--- src/hw/rtl/utf8e_pkg.sv ---
`default_nettype none

package utf8e_pkg;

    // code point width
    localparam int CP_W = 21;
    typedef logic [CP_W-1:0] t_cp;

    // byte classes found by the front end
    typedef enum logic [2:0] {
        CLS_ASCII,
        CLS_AMP,
        CLS_SEMI,
        CLS_LEAD2,
        CLS_LEAD3,
        CLS_LEAD4,
        CLS_INVALID
    } t_byte_class;

    // decoder mode
    typedef enum logic [1:0] {
        MODE_IDLE,
        MODE_UTF8,
        MODE_ENTITY
    } t_dec_mode;

    // back end sequencer
    typedef enum logic {
        ST_WAIT,
        ST_RUN
    } t_back_state;

    // case_mode register codes
    localparam logic [1:0] CASE_NONE    = 2'd0;
    localparam logic [1:0] CASE_UPPER   = 2'd1;
    localparam logic [1:0] CASE_LOWER   = 2'd2;
    localparam logic [1:0] CASE_CAPITAL = 2'd3;

    localparam logic [7:0] CHAR_AMP  = 8'h26;
    localparam logic [7:0] CHAR_SEMI = 8'h3B;
    localparam t_cp        CP_AMP    = 21'h26;
    localparam t_cp        CP_QMARK  = 21'h3F;

    // entity names, left aligned, one byte per character
    localparam int NUM_NAMES = 6;
    localparam int NAME_MAX  = 4;
    localparam logic [NAME_MAX*8-1:0] NAME_TEXT [NUM_NAMES] = '{
        32'h6C74_0000,  // lt
        32'h6774_0000,  // gt
        32'h616D_7000,  // amp
        32'h6E62_7370,  // nbsp
        32'h7175_6F74,  // quot
        32'h6170_6F73   // apos
    };
    localparam logic [2:0] NAME_LEN [NUM_NAMES] = '{
        3'd2, 3'd2, 3'd3, 3'd4, 3'd4, 3'd4
    };
    localparam t_cp NAME_CP [NUM_NAMES] = '{
        21'd60, 21'd62, 21'd38, 21'd160, 21'd34, 21'd39
    };

    typedef struct packed {
        logic [7:0]  text_byte;
        t_byte_class cls;
        logic        word_start;
        logic        end_of_string;
    } t_in_item;

    typedef struct packed {
        t_cp  code_point;
        logic substituted;
        logic last_of_run;
    } t_out_item;

    typedef struct packed {
        logic full;
        logic empty;
    } t_q_status;

    function automatic t_byte_class classify(logic [7:0] b);
        t_byte_class c;
        if (b == CHAR_AMP) begin
            c = CLS_AMP;
        end else if (b == CHAR_SEMI) begin
            c = CLS_SEMI;
        end else if (!b[7]) begin
            c = CLS_ASCII;
        end else if (b[7:5] == 3'b110) begin
            c = CLS_LEAD2;
        end else if (b[7:4] == 4'b1110) begin
            c = CLS_LEAD3;
        end else if (b[7:3] == 5'b11110) begin
            c = CLS_LEAD4;
        end else begin
            c = CLS_INVALID;
        end
        return c;
    endfunction

    function automatic logic [7:0] name_char(int k, logic [1:0] idx);
        logic [NAME_MAX*8-1:0] sh;
        sh = NAME_TEXT[k] << {idx, 3'b000};
        return sh[NAME_MAX*8-1 -: 8];
    endfunction

    function automatic t_cp apply_case(t_cp cp, logic [1:0] mode, logic first);
        t_cp r;
        r = cp;
        if (mode == CASE_UPPER || (mode == CASE_CAPITAL && first)) begin
            if (cp inside {[21'h61:21'h7A]}) begin
                r = cp - 21'd32;
            end
        end else if (mode == CASE_LOWER) begin
            if (cp inside {[21'h41:21'h5A]}) begin
                r = cp + 21'd32;
            end
        end
        return r;
    endfunction

endpackage

`default_nettype wire

--- src/hw/rtl/utf8e_fifo.sv ---
`default_nettype none

module utf8e_fifo #(
    parameter int WIDTH = 8
) (
    input  wire logic                 i_clk,
    input  wire logic                 i_rst_n,
    input  wire logic                 i_push,
    input  wire logic [WIDTH-1:0]     i_data,
    input  wire logic                 i_pop,
    output logic [WIDTH-1:0]          o_data,
    output utf8e_pkg::t_q_status      o_status
);
    import utf8e_pkg::*;

    // two-entry queue
    logic [WIDTH-1:0] r_mem [2];
    logic             r_wr_ptr;
    logic             r_rd_ptr;
    logic [1:0]       r_count;
    logic             do_push;
    logic             do_pop;

    assign o_status.full  = (r_count == 2'd2);
    assign o_status.empty = (r_count == 2'd0);
    assign do_push = i_push && !o_status.full;
    assign do_pop  = i_pop && !o_status.empty;
    assign o_data  = r_mem[r_rd_ptr];

    always_ff @(posedge i_clk) begin
        if (do_push) begin
            r_mem[r_wr_ptr] <= i_data;
        end
    end

    always_ff @(posedge i_clk) begin
        if (!i_rst_n) begin
            r_wr_ptr <= 1'b0;
            r_rd_ptr <= 1'b0;
            r_count  <= 2'd0;
        end else begin
            if (do_push) begin
                r_wr_ptr <= !r_wr_ptr;
            end
            if (do_pop) begin
                r_rd_ptr <= !r_rd_ptr;
            end
            if (do_push && !do_pop) begin
                r_count <= r_count + 2'd1;
            end else if (do_pop && !do_push) begin
                r_count <= r_count - 2'd1;
            end
        end
    end

endmodule

`default_nettype wire

--- src/hw/rtl/utf8e_front.sv ---
`default_nettype none

module utf8e_front (
    input  wire logic                 i_valid,
    input  wire logic [7:0]           i_text_byte,
    input  wire logic                 i_word_start,
    input  wire logic                 i_end_of_string,
    input  wire utf8e_pkg::t_q_status i_q_status,
    output logic                      o_stall,
    output logic                      o_push,
    output utf8e_pkg::t_in_item       o_item
);
    import utf8e_pkg::*;

    assign o_stall = i_q_status.full;
    assign o_push  = i_valid && !i_q_status.full;

    // tag each byte once, replays reuse the tag
    always_comb begin
        o_item.text_byte     = i_text_byte;
        o_item.cls           = classify(i_text_byte);
        o_item.word_start    = i_word_start;
        o_item.end_of_string = i_end_of_string;
    end

endmodule

`default_nettype wire

--- src/hw/rtl/utf8e_back.sv ---
`default_nettype none

module utf8e_back #(
    parameter int ENTITY_LOOKAHEAD = 6
) (
    input  wire logic                 i_clk,
    input  wire logic                 i_rst_n,
    input  wire utf8e_pkg::t_in_item  i_item,
    input  wire utf8e_pkg::t_q_status i_in_status,
    output logic                      o_item_pop,
    input  wire logic [1:0]           i_case_mode,
    input  wire utf8e_pkg::t_q_status i_out_status,
    output logic                      o_out_push,
    output utf8e_pkg::t_out_item      o_out_item
);
    import utf8e_pkg::*;

    localparam int RING_DEPTH = 2 ** $clog2(ENTITY_LOOKAHEAD + 2);
    localparam int PTR_W      = $clog2(RING_DEPTH);
    localparam int ELEN_W     = $clog2(ENTITY_LOOKAHEAD + 1);

    typedef struct packed {
        logic [7:0]  text_byte;
        t_byte_class cls;
    } t_ring_entry;

    // byte log: fresh bytes are written here, failed lookaheads replay from it
    t_ring_entry          r_ring [RING_DEPTH];
    logic [PTR_W-1:0]     r_wr_ptr,    n_wr_ptr;
    logic [PTR_W-1:0]     r_rd_ptr,    n_rd_ptr;
    logic [PTR_W-1:0]     r_start_ptr, n_start_ptr;

    t_back_state          r_state,  n_state;
    t_dec_mode            r_mode,   n_mode;
    logic [1:0]           r_pending, n_pending;
    t_cp                  r_acc,    n_acc;
    logic [ELEN_W-1:0]    r_elen,   n_elen;
    logic                 r_first,  n_first;
    logic [NUM_NAMES-1:0] r_match,  n_match;
    logic                 r_eos,    n_eos;
    logic                 r_hold_vld, n_hold_vld;
    t_cp                  r_hold_cp,  n_hold_cp;
    logic                 r_hold_sub, n_hold_sub;

    t_ring_entry          ring_rd;
    logic                 ring_we;
    logic                 advance;
    logic                 byte_go;
    logic [7:0]           cur_byte;
    t_byte_class          cur_cls;
    logic                 cur_first;
    logic                 emit_vld;
    t_cp                  emit_cp;
    logic                 emit_sub;
    logic                 end_step;
    t_cp                  acc_shift;
    logic                 name_hit;
    t_cp                  name_cp;

    assign ring_rd   = r_ring[r_rd_ptr];
    assign acc_shift = {r_acc[CP_W-7:0], cur_byte[5:0]};

    // name lookup from the running prefix match flags
    always_comb begin
        name_hit = 1'b0;
        name_cp  = '0;
        for (int k = 0; k < NUM_NAMES; k++) begin
            if (r_match[k] && r_elen == ELEN_W'(NAME_LEN[k])) begin
                name_hit = 1'b1;
                name_cp  = NAME_CP[k];
            end
        end
    end

    always_comb begin
        n_state     = r_state;
        n_mode      = r_mode;
        n_pending   = r_pending;
        n_acc       = r_acc;
        n_elen      = r_elen;
        n_first     = r_first;
        n_match     = r_match;
        n_eos       = r_eos;
        n_wr_ptr    = r_wr_ptr;
        n_rd_ptr    = r_rd_ptr;
        n_start_ptr = r_start_ptr;
        n_hold_vld  = r_hold_vld;
        n_hold_cp   = r_hold_cp;
        n_hold_sub  = r_hold_sub;
        ring_we     = 1'b0;
        o_item_pop  = 1'b0;
        byte_go     = 1'b0;
        cur_byte    = i_item.text_byte;
        cur_cls     = i_item.cls;
        cur_first   = 1'b0;
        emit_vld    = 1'b0;
        emit_cp     = '0;
        emit_sub    = 1'b0;
        end_step    = 1'b0;
        o_out_push  = 1'b0;
        o_out_item  = '0;
        advance     = !i_out_status.full;

        case (r_state)
            ST_WAIT: begin
                if (advance && !i_in_status.empty) begin
                    byte_go    = 1'b1;
                    o_item_pop = 1'b1;
                    ring_we    = 1'b1;
                    n_wr_ptr   = r_wr_ptr + PTR_W'(1);
                    cur_first  = i_item.word_start;
                    n_eos      = i_item.end_of_string;
                    n_state    = ST_RUN;
                end
            end
            ST_RUN: begin
                if (advance) begin
                    if (r_rd_ptr != r_wr_ptr) begin
                        byte_go  = 1'b1;
                        cur_byte = ring_rd.text_byte;
                        cur_cls  = ring_rd.cls;
                    end else if (r_eos && r_mode == MODE_UTF8) begin
                        emit_vld  = 1'b1;
                        emit_cp   = CP_QMARK;
                        emit_sub  = 1'b1;
                        n_mode    = MODE_IDLE;
                        n_pending = 2'd0;
                        n_acc     = '0;
                    end else if (r_eos && r_mode == MODE_ENTITY) begin
                        emit_vld = 1'b1;
                        emit_cp  = apply_case(CP_AMP, i_case_mode, r_first);
                        n_rd_ptr = r_start_ptr;
                        n_mode   = MODE_IDLE;
                        n_elen   = '0;
                    end else begin
                        end_step = 1'b1;
                        if (r_eos) begin
                            n_first = 1'b0;
                        end
                        n_state = ST_WAIT;
                    end
                end
            end
            default: begin
                n_state = ST_WAIT;
            end
        endcase

        if (byte_go) begin
            n_rd_ptr = r_rd_ptr + PTR_W'(1);
            case (r_mode)
                MODE_UTF8: begin
                    n_acc     = acc_shift;
                    n_pending = r_pending - 2'd1;
                    if (r_pending == 2'd1) begin
                        emit_vld = 1'b1;
                        emit_cp  = apply_case(acc_shift, i_case_mode, r_first);
                        n_mode   = MODE_IDLE;
                    end
                end
                MODE_ENTITY: begin
                    if (cur_cls == CLS_SEMI && name_hit) begin
                        emit_vld = 1'b1;
                        emit_cp  = apply_case(name_cp, i_case_mode, r_first);
                        n_elen   = '0;
                        n_mode   = MODE_IDLE;
                    end else if (cur_cls != CLS_SEMI && r_elen < ELEN_W'(ENTITY_LOOKAHEAD)) begin
                        n_elen = r_elen + ELEN_W'(1);
                        for (int k = 0; k < NUM_NAMES; k++) begin
                            n_match[k] = r_match[k] && (r_elen < ELEN_W'(NAME_LEN[k]))
                                && (cur_byte == name_char(k, r_elen[1:0]));
                        end
                    end else begin
                        // failed lookahead: '&' then replay everything after it
                        emit_vld = 1'b1;
                        emit_cp  = apply_case(CP_AMP, i_case_mode, r_first);
                        n_rd_ptr = r_start_ptr;
                        n_elen   = '0;
                        n_mode   = MODE_IDLE;
                    end
                end
                default: begin
                    case (cur_cls)
                        CLS_AMP: begin
                            n_mode      = MODE_ENTITY;
                            n_elen      = '0;
                            n_first     = cur_first;
                            n_start_ptr = r_rd_ptr + PTR_W'(1);
                            n_match     = '1;
                        end
                        CLS_ASCII, CLS_SEMI: begin
                            emit_vld = 1'b1;
                            emit_cp  = apply_case({{(CP_W-8){1'b0}}, cur_byte},
                                                  i_case_mode, cur_first);
                        end
                        CLS_LEAD2: begin
                            n_acc      = '0;
                            n_acc[4:0] = cur_byte[4:0];
                            n_pending  = 2'd1;
                            n_first    = cur_first;
                            n_mode     = MODE_UTF8;
                        end
                        CLS_LEAD3: begin
                            n_acc      = '0;
                            n_acc[3:0] = cur_byte[3:0];
                            n_pending  = 2'd2;
                            n_first    = cur_first;
                            n_mode     = MODE_UTF8;
                        end
                        CLS_LEAD4: begin
                            n_acc      = '0;
                            n_acc[2:0] = cur_byte[2:0];
                            n_pending  = 2'd3;
                            n_first    = cur_first;
                            n_mode     = MODE_UTF8;
                        end
                        default: begin
                            emit_vld = 1'b1;
                            emit_cp  = CP_QMARK;
                            emit_sub = 1'b1;
                        end
                    endcase
                end
            endcase
        end

        // one result is held back so the last one of a byte can be flagged
        if (emit_vld) begin
            if (r_hold_vld) begin
                o_out_push             = 1'b1;
                o_out_item.code_point  = r_hold_cp;
                o_out_item.substituted = r_hold_sub;
                o_out_item.last_of_run = 1'b0;
            end
            n_hold_vld = 1'b1;
            n_hold_cp  = emit_cp;
            n_hold_sub = emit_sub;
        end else if (end_step && r_hold_vld) begin
            o_out_push             = 1'b1;
            o_out_item.code_point  = r_hold_cp;
            o_out_item.substituted = r_hold_sub;
            o_out_item.last_of_run = 1'b1;
            n_hold_vld             = 1'b0;
        end
    end

    always_ff @(posedge i_clk) begin
        if (ring_we) begin
            r_ring[r_wr_ptr] <= '{text_byte: i_item.text_byte, cls: i_item.cls};
        end
        r_hold_cp  <= n_hold_cp;
        r_hold_sub <= n_hold_sub;
    end

    always_ff @(posedge i_clk) begin
        if (!i_rst_n) begin
            r_state     <= ST_WAIT;
            r_mode      <= MODE_IDLE;
            r_pending   <= 2'd0;
            r_acc       <= '0;
            r_elen      <= '0;
            r_first     <= 1'b0;
            r_match     <= '0;
            r_eos       <= 1'b0;
            r_wr_ptr    <= '0;
            r_rd_ptr    <= '0;
            r_start_ptr <= '0;
            r_hold_vld  <= 1'b0;
        end else begin
            r_state     <= n_state;
            r_mode      <= n_mode;
            r_pending   <= n_pending;
            r_acc       <= n_acc;
            r_elen      <= n_elen;
            r_first     <= n_first;
            r_match     <= n_match;
            r_eos       <= n_eos;
            r_wr_ptr    <= n_wr_ptr;
            r_rd_ptr    <= n_rd_ptr;
            r_start_ptr <= n_start_ptr;
            r_hold_vld  <= n_hold_vld;
        end
    end

endmodule

`default_nettype wire

--- src/hw/rtl/utf8_entity_char_decoder_core.sv ---
// UTF-8 text decoder with HTML entity recognition and an ASCII case transform.
// Each input transfer carries one text byte with word_start and end_of_string
// flags; each output transfer carries one code point, a substituted flag (set
// when '?' stands for a cut-off or invalid sequence) and last_of_run, set on
// the final result caused by that input byte. A byte may cause no result
// (inside a UTF-8 sequence or an entity lookahead) or several (a failed
// lookahead gives '&' and then the buffered bytes decoded again). The front
// end tags each byte with its class and queues it; the back end is a single
// byte-wide decode engine that logs bytes in a small ring so that a failed
// lookahead replays from it. An ordinary byte takes a decode step and a
// closing step that flags the last result; each replayed byte adds a decode
// step; at end of string a cut-off UTF-8 sequence or each failed lookahead
// adds a further step. The engine takes a new byte only once the last is done;
// while it replays, input is held off once the two-entry input queue is full.
// case_mode is written through i_cfg_we / i_cfg_wdata: 0 none, 1 upper,
// 2 lower, 3 upper on word start.
`default_nettype none

module utf8_entity_char_decoder_core #(
    parameter int ENTITY_LOOKAHEAD = 6
) (
    input  wire logic        i_clk,
    input  wire logic        i_rst_n,
    // configuration
    input  wire logic        i_cfg_we,
    input  wire logic [1:0]  i_cfg_wdata,
    // byte input
    input  wire logic        i_valid,
    output logic             o_stall,
    input  wire logic [7:0]  i_text_byte,
    input  wire logic        i_word_start,
    input  wire logic        i_end_of_string,
    // code point output
    output logic             o_valid,
    input  wire logic        i_stall,
    output logic [20:0]      o_code_point,
    output logic             o_substituted,
    output logic             o_last_of_run
);
    import utf8e_pkg::*;

    logic [1:0]  r_case_mode;

    t_q_status   in_q_status;
    t_q_status   out_q_status;
    logic        front_push;
    t_in_item    front_item;
    logic [$bits(t_in_item)-1:0]  in_q_data;
    logic [$bits(t_out_item)-1:0] out_q_data;
    t_in_item    back_item;
    logic        back_pop;
    logic        back_push;
    t_out_item   back_out;
    t_out_item   out_item;

    // case mode register; the user must write it only while the block is quiet, the block does not enforce it
    always_ff @(posedge i_clk) begin
        if (!i_rst_n) begin
            r_case_mode <= CASE_NONE;
        end else if (i_cfg_we) begin
            r_case_mode <= i_cfg_wdata;
        end
    end

    // front end: classify and queue incoming bytes
    utf8e_front u_front (
        .i_valid         (i_valid),
        .i_text_byte     (i_text_byte),
        .i_word_start    (i_word_start),
        .i_end_of_string (i_end_of_string),
        .i_q_status      (in_q_status),
        .o_stall         (o_stall),
        .o_push          (front_push),
        .o_item          (front_item)
    );

    // queue between front and back end
    utf8e_fifo #(
        .WIDTH ($bits(t_in_item))
    ) u_in_q (
        .i_clk    (i_clk),
        .i_rst_n  (i_rst_n),
        .i_push   (front_push),
        .i_data   (front_item),
        .i_pop    (back_pop),
        .o_data   (in_q_data),
        .o_status (in_q_status)
    );

    assign back_item = t_in_item'(in_q_data);

    // back end: decode engine with replay ring
    utf8e_back #(
        .ENTITY_LOOKAHEAD (ENTITY_LOOKAHEAD)
    ) u_back (
        .i_clk        (i_clk),
        .i_rst_n      (i_rst_n),
        .i_item       (back_item),
        .i_in_status  (in_q_status),
        .o_item_pop   (back_pop),
        .i_case_mode  (r_case_mode),
        .i_out_status (out_q_status),
        .o_out_push   (back_push),
        .o_out_item   (back_out)
    );

    // result queue, lets the engine run on while the sink stalls until the queue is full
    utf8e_fifo #(
        .WIDTH ($bits(t_out_item))
    ) u_out_q (
        .i_clk    (i_clk),
        .i_rst_n  (i_rst_n),
        .i_push   (back_push),
        .i_data   (back_out),
        .i_pop    (o_valid && !i_stall),
        .o_data   (out_q_data),
        .o_status (out_q_status)
    );

    assign out_item      = t_out_item'(out_q_data);
    assign o_valid       = !out_q_status.empty;
    assign o_code_point  = out_item.code_point;
    assign o_substituted = out_item.substituted;
    assign o_last_of_run = out_item.last_of_run;

endmodule

`default_nettype wire

--- config.mk ---
export PLATFORM = sky130hd
export DESIGN_NAME = utf8_entity_char_decoder_core
export DESIGN_NICKNAME = d
export VERILOG_FILES = /design/src/hw/rtl/utf8e_pkg.sv /design/src/hw/rtl/utf8e_fifo.sv /design/src/hw/rtl/utf8e_front.sv /design/src/hw/rtl/utf8e_back.sv /design/src/hw/rtl/utf8_entity_char_decoder_core.sv
export SDC_FILE = /design/constraint.sdc
export NUM_CORES = 1
export LEC_CHECK = 0
export ABC_AREA = 1
export BUFFER_PORTS_ARGS = -buffer_cell sky130_fd_sc_hd__buf_2
export CORE_UTILIZATION = 35
export DETAILED_ROUTE_END_ITERATION = 12
export PLACE_DENSITY = 0.54
export SYNTH_ARGS = -nofsm -noshare
export SYNTH_HDL_FRONTEND = slang
export SYNTH_SLANG_ARGS = --single-unit
--- constraint.sdc ---
create_clock -name i_clk -period 4 [get_ports i_clk]
set_clock_uncertainty 0.1 [all_clocks]
set_input_delay 0.2 -clock i_clk [delete_from_list [all_inputs] [get_ports i_clk]]
set_output_delay 0.2 -clock i_clk [all_outputs]
set_load 0.005 [all_outputs]
### After elaboration in Yosys (flattened, before gate mapping)

Memories as Yosys holds them, arrays and structs flattened. A register that Yosys moved wholly into a read port is not among the register bits.
Index checks and enable logic that the tools add are counted.
Widths: inputs -> output; s select.

* input bits: 17
* logic and storage cells: 333
* output and inout bits: 25
* RAM bits: 160
* bits in registers: 79
* memories: 3

* shift operators: 6
* add/subtract/negate cells: 14
* bitwise operators: 3
* magnitude comparators: 16
* muxes and demuxes: 161
* reduce and logical (&&, ||, !) cells: 75
* equal/unequal tests: 34

Memories
* u_back.r_ring: depth 8, width 11, read ports 1, clocked after memory_dff 1, wr ports 1, RTL line utf8e_back.sv:28 `t_ring_entry r_ring [RING_DEPTH];`
* u_out_q.r_mem: depth 2, width 23, read ports 1, clocked after memory_dff 1, wr ports 1, RTL line utf8e_fifo.sv:17 `logic [WIDTH-1:0] r_mem [2];`
* u_in_q.r_mem: depth 2, width 13, read ports 1, clocked after memory_dff 1, wr ports 1, RTL line utf8e_fifo.sv:17

Operators by type and width (count)
* $mux 21: 25
* $shl 31x5->32 const A: 6
* $pmux 21 s2: 3
* $mux 3: 28
* $mux 23: 3
* $pmux 21 s3: 1
* $mux 1: 60
* $eq 8x8->1: 6
* $mux 8: 6
* $ge 21x7->1 const B: 2
* $le 21x7->1 const B: 2
* $logic_and 1x1->1: 42
* $mux 6: 7
* $mux 2: 19
* $ge 8x7->1 const B: 4
* $le 8x7->1 const B: 4
* $add 21x6->21 const B: 1
* $sub 21x6->21 const B: 1
* $add 8x6->9 const B: 2
* $sub 8x6->9 const B: 2
* $eq 8x6->1 const B: 2
* $logic_not 1->1: 13
* $eq 3x2->1 const B: 4
* $eq 3x3->1 const B: 4
* 31 further kinds: 62

### Depth between registers and ports, before layout

* depth in word-level cells: 18
* gate-level depth with buffers: 23
* mapped depth without buffers: 22

### Hierarchy

A second synthesis with hierarchy kept.

* cells, all modules: 1266
* area total of the unflattened synthesis: 11907.7 µm²

By module, submodules not included
* utf8e_back: area an instance 8524.4 µm², sequential area each 4184.0 µm², cells each 1022, instances 1
* utf8e_fifo (u_out_q): area an instance 1908.1 µm², sequential area each 1481.4 µm², cells each 109, instances 1
* utf8e_fifo (u_in_q): area an instance 1186.1 µm², sequential area each 880.8 µm², cells each 78, instances 1
* utf8e_front: area an instance 203.9 µm², sequential area each 0.0 µm², cells each 43, instances 1
* utf8_entity_char_decoder_core: area an instance 85.1 µm², sequential area each 40.0 µm², cells each 14, instances 1

### Worst setup path before layout

Ideal clock, no wire load.

* path type: flip-flop to flip-flop
* from: reg with a tool-made name
* to: mem u_out_q.r_mem[0][0] in the netlist's numbering (enable)
* library setup time: 0.403 ns
* period minus slack after synthesis: 3.241 ns
* path slack: 0.759 ns
* stages on the path, launching flop included: 18
* path buffers: 2
* arrival: 2.738 ns
* data required time: 3.497 ns
* path through: dfxtp_1 buf_6 inv_6 buf_6 nand2_1 nand3_1 nand2_1 a21oi_1 nor2_1 a21oi_1 nand3_2 nand3_1 nand2_1 nand2_1 nand3_1 nand3_2 nand2_2 nor2_1

RTL lines (RTL line)
* end: declaration: utf8e_fifo.sv:17

==> metrics.md <==
| Metric | Value |
|---|---|
| Result of the run | complete, no violations |
| Distinct cells, synth | 54 |
| Data arrival time of the critical path | 3.54 ns |
| Endpoints failing hold | 0 |
| Top cells by area, synth | sky130_fd_sc_hd__edfxtp_1 48%, sky130_fd_sc_hd__dfxtp_1 9.8%, sky130_fd_sc_hd__nand2_1 8.3% |
| Number of buffer cells added on primary ports | 41 |
| Global-route wire length before repair | 43460 um |
| Final standard cell utilization of the core | 0.4117 |
| Via count of the first global-routing pass | 8068 |
| Worst r2r dst | u_out_q.r_mem[0][1] |
| Top-area cell type share of the netlist area | 0.4768 |
| WHS | 0.06159 ns |
| Share of synthesized area occupied by flip-flops and latches | 0.5746 |
| CTS tree | done |
| Endpoint kind of the worst setup timing path | flip-flop |
| Count of cells along the worst hold path | 4 |
| Endpoints failing setup | 0 |
| Max-slew violation total from the final report | 0 |
| Final total negative setup slack | 0 ns |
| Total of cells resized after clock tree synthesis | 0 |
| Largest net degree at the start of global routing | 46 |
| Final critical path time including I/O delays and setup | 3.436 ns |
| Share of the clock period used by the worst path | 0.8589 |
| Flop2flop setup slack | 0.56 ns |
| Total global routing overflow | 0 |
| Detailed-route DRC error count | 0 |
| Vias per cell | 4.877 |
| # Max-Cap Violations | 0 |
| CTS buffer count | 26 |
| Cell type contributing the most total cell area after synthesis | sky130_fd_sc_hd__edfxtp_1 |
| CTS Hold Bufs | 17 |
| Wire length per cell after detailed routing | 15.86 um |
| Routed vias | 8428 |
| Max Fclk | 291.1 MHz |
| Clock net sink count | 238 |
| Die outline height | 183.0 um |
| Core region area | 31880 um^2 |
| Top-Level Pins | 42 |
| Leakage power total | 5.139 nW |
| Seq cells post-synth | 238 |
| Wire length reported by the detailed router | 27400 um |
| Share of synthesized registers carrying an async set or reset | 0 |
| Category of the most critical setup path | reg2reg |
| Width of the die | 183.0 um |
| Critical path fanouts, max | 23 |
| Startpoint type of the worst setup path | flip-flop |
| First-pass iteration count of the detailed router | 5 |
| Hold-critical path endpoint | u_in_q.r_wr_ptr |
| Number of enable-type register cells in the synthesized netlist | 182 |
| Placed wire-length estimate | 18610 um |
| Placer Congestion | 0.8690 |
| GRT Resource Usage Total | 0.1649 |
| Prevailing post-synth register cell | sky130_fd_sc_hd__edfxtp_1 |
| Required time at the endpoint of the critical path | 4.10 ns |
| Starting DRC count in detailed routing | 773 |
| Synth Cell Area | 11460 um^2 |
| Number of nets with antenna violations after detailed routing | 0 |
| Power Total | 0.01031 W |
| Number of setup buffers added after CTS | 0 |
| Mapped Cells | 1203 |
| H-Tree Depth | 1 |
| Share of cells above drive strength 1 | 0.1338 |
| Overall die area | 33480 um^2 |
| Worst slew pin tran | 1.155 ns |
| Worst skew pair latency | 0.53 ns |
| Pwr Density | 785.4 nW/um^2 |
| Yosys warning total | 0 |
| Synthesized area divided by synthesized cell count | 9.528 um^2 |
| Depth of the worst register-to-register path | 15 |
| Post-CTS clock slew at the launch and capture registers of the worst setup and hold paths | 0.06 ns |
| Std-Cell Rows | 65 |
| IR Drop Worst-Case VDD | 411.0 uV |
| Worst hold path startpoint | i_valid |
| Nets@finish | 1313 |
| Number of inserted diodes | 0 |
| Clock buffer depth | 3 |
| Initial antenna violation count | 0 |
| Area added between synthesis and finish | 14.50% |
| RSZ-0062 raised after global routing | false |
| Max-Slew Margin vs Limit | 0.2272 |
| Initial Utilization | 0.3595 |
| Clock root buffer | sky130_fd_sc_hd__clkbuf_16 |
| Worst min-delay path class | in2reg |
| Synthesized net count | 1242 |
sequential cells by signal, indices dropped and copies added, names as in the netlist, 6 cells and up, named ones only:
register / count
u_back.r_acc: 15
u_back.r_hold_cp: 21
u_back.r_match: 6
u_back.r_ring: 88
u_in_q.r_mem: 26
u_out_q.r_mem: 46
cell type report:
type                       count  area, um^2
fill                        3183       18760
timing repair buffer          80       540.5
clock inverter                14       105.1
tap                          435       544.3
sequential                   238        6586
multi-input combinational    780        4110
clock buffer                  33       676.9
inverter                     148       560.5
metal layers:
metal	track usage	up-vias	wire, um
met5	0	-	0
met4	0.05367	0	728
met3	0.02303	47	1324
met2	0.2575	205	11960
met1	0.2355	3935	13380
li1	-	4241	-
cell usage in the layout, fill, tap and decap left out, types with 4 or more instances in the layout:
| master | count |
|---|---|
| sky130_fd_sc_hd__nor2_2 | 7 |
| sky130_fd_sc_hd__o21ai_0 | 60 |
| sky130_fd_sc_hd__o211ai_1 | 9 |
| sky130_fd_sc_hd__nor4_1 | 9 |
| sky130_fd_sc_hd__nand3_2 | 8 |
| sky130_fd_sc_hd__inv_1 | 135 |
| sky130_fd_sc_hd__a211oi_1 | 13 |
| sky130_fd_sc_hd__a21oi_1 | 58 |
| sky130_fd_sc_hd__clkbuf_16 | 26 |
| sky130_fd_sc_hd__nor3_1 | 15 |
| sky130_fd_sc_hd__mux2_2 | 24 |
| sky130_fd_sc_hd__a31oi_1 | 4 |
| sky130_fd_sc_hd__dlygate4sd3_1 | 17 |
| sky130_fd_sc_hd__o22ai_1 | 5 |
| sky130_fd_sc_hd__edfxtp_1 | 182 |
| sky130_fd_sc_hd__xnor2_1 | 4 |
| sky130_fd_sc_hd__inv_2 | 12 |
| sky130_fd_sc_hd__buf_4 | 22 |
| sky130_fd_sc_hd__nor2_1 | 105 |
| sky130_fd_sc_hd__clkinv_1 | 7 |
| sky130_fd_sc_hd__nand2_2 | 9 |
| sky130_fd_sc_hd__xor2_1 | 8 |
| sky130_fd_sc_hd__dfxtp_1 | 56 |
| sky130_fd_sc_hd__or2_2 | 4 |
| sky130_fd_sc_hd__clkbuf_1 | 7 |
| sky130_fd_sc_hd__ha_1 | 22 |
| sky130_fd_sc_hd__buf_2 | 41 |
| sky130_fd_sc_hd__nand3_1 | 121 |
| sky130_fd_sc_hd__nand4_1 | 10 |
| sky130_fd_sc_hd__nand2_1 | 253 |
logic make-up after synthesis:
family                     synth area share
AOI/OAI and AO/OA                   0.08547
xor gates and xnor gates           0.009169
adders and majority gates           0.02401
buffers and inverters               0.06702
DFF                                  0.5746
muxes                               0.02358
and+or+nand+nor                      0.2161
metrics by stage:
| stage | area [um^2] | worst slack [ns] | instances |
|---|---|---|---|
| 6_report | 13120 | 0.5644 | 1728 |
| 5_1_grt | 13120 | 0.1851 | 1728 |
| 4_1_cts | 13120 | 0.5518 | 1728 |
| 3_5_place_dp | 12170 | 0.5643 | 1664 |
| 3_3_place_gp | 12170 | 0.6627 | 1664 |
| 2_1_floorplan | 11460 | 0.7592 | 1203 |
synthesized netlist by cell type (10+ instances only):
cell / instances
sky130_fd_sc_hd__nand2_1: 253
sky130_fd_sc_hd__edfxtp_1: 182
sky130_fd_sc_hd__inv_1: 135
sky130_fd_sc_hd__nand3_1: 121
sky130_fd_sc_hd__nor2_1: 106
sky130_fd_sc_hd__o21ai_0: 60
sky130_fd_sc_hd__a21oi_1: 58
sky130_fd_sc_hd__dfxtp_1: 56
sky130_fd_sc_hd__mux2_2: 24
sky130_fd_sc_hd__ha_1: 22
sky130_fd_sc_hd__clkbuf_1: 17
sky130_fd_sc_hd__nor3_1: 15
sky130_fd_sc_hd__a211oi_1: 13
sky130_fd_sc_hd__inv_2: 12
sky130_fd_sc_hd__buf_2: 10
sky130_fd_sc_hd__nand4_1: 10
worst max-delay path, cell delays in order (launching register included):
cell	delay, ns
sky130_fd_sc_hd__dfxtp_1	0.58
sky130_fd_sc_hd__inv_2	0.20
sky130_fd_sc_hd__or2_1	0.24
sky130_fd_sc_hd__o21ai_0	0.09
sky130_fd_sc_hd__inv_1	0.18
sky130_fd_sc_hd__o22ai_2	0.37
sky130_fd_sc_hd__nand3_2	0.14
sky130_fd_sc_hd__nand3_1	0.10
sky130_fd_sc_hd__nand2_1	0.07
sky130_fd_sc_hd__nand2_1	0.10
sky130_fd_sc_hd__nand3_1	0.14
sky130_fd_sc_hd__nand3_2	0.13
sky130_fd_sc_hd__nand2_2	0.06
sky130_fd_sc_hd__buf_4	0.20
sky130_fd_sc_hd__nor2_2	0.09
sky130_fd_sc_hd__buf_4	0.30
how the worst max path moves through the flow:
stage / endpoint / cells past startpoint / slack [ns] / startpoint
CTS: u_out_q.r_mem[0][12] / 15 / 0.55 / flip-flop
detailed placement: u_out_q.r_mem[0][19] / 15 / 0.56 / flip-flop
finish: u_out_q.r_mem[0][1] / 15 / 0.56 / flip-flop
global route: u_out_q.r_mem[0][1] / 15 / 0.19 / flip-flop
floorplan: u_out_q.r_mem[0][0] / 17 / 0.76 / flip-flop
global placement: u_out_q.r_mem[0][19] / 15 / 0.66 / flip-flop
report_power, final:
group	total, W	internal, W	switching [W]
logic	0.00442	0.00127	0.00315
clock network	0.00222	0.00126	0.000958
registers	0.00366	0.00340	0.000263
No activity file was read; power rests on OpenSTA's default activity.
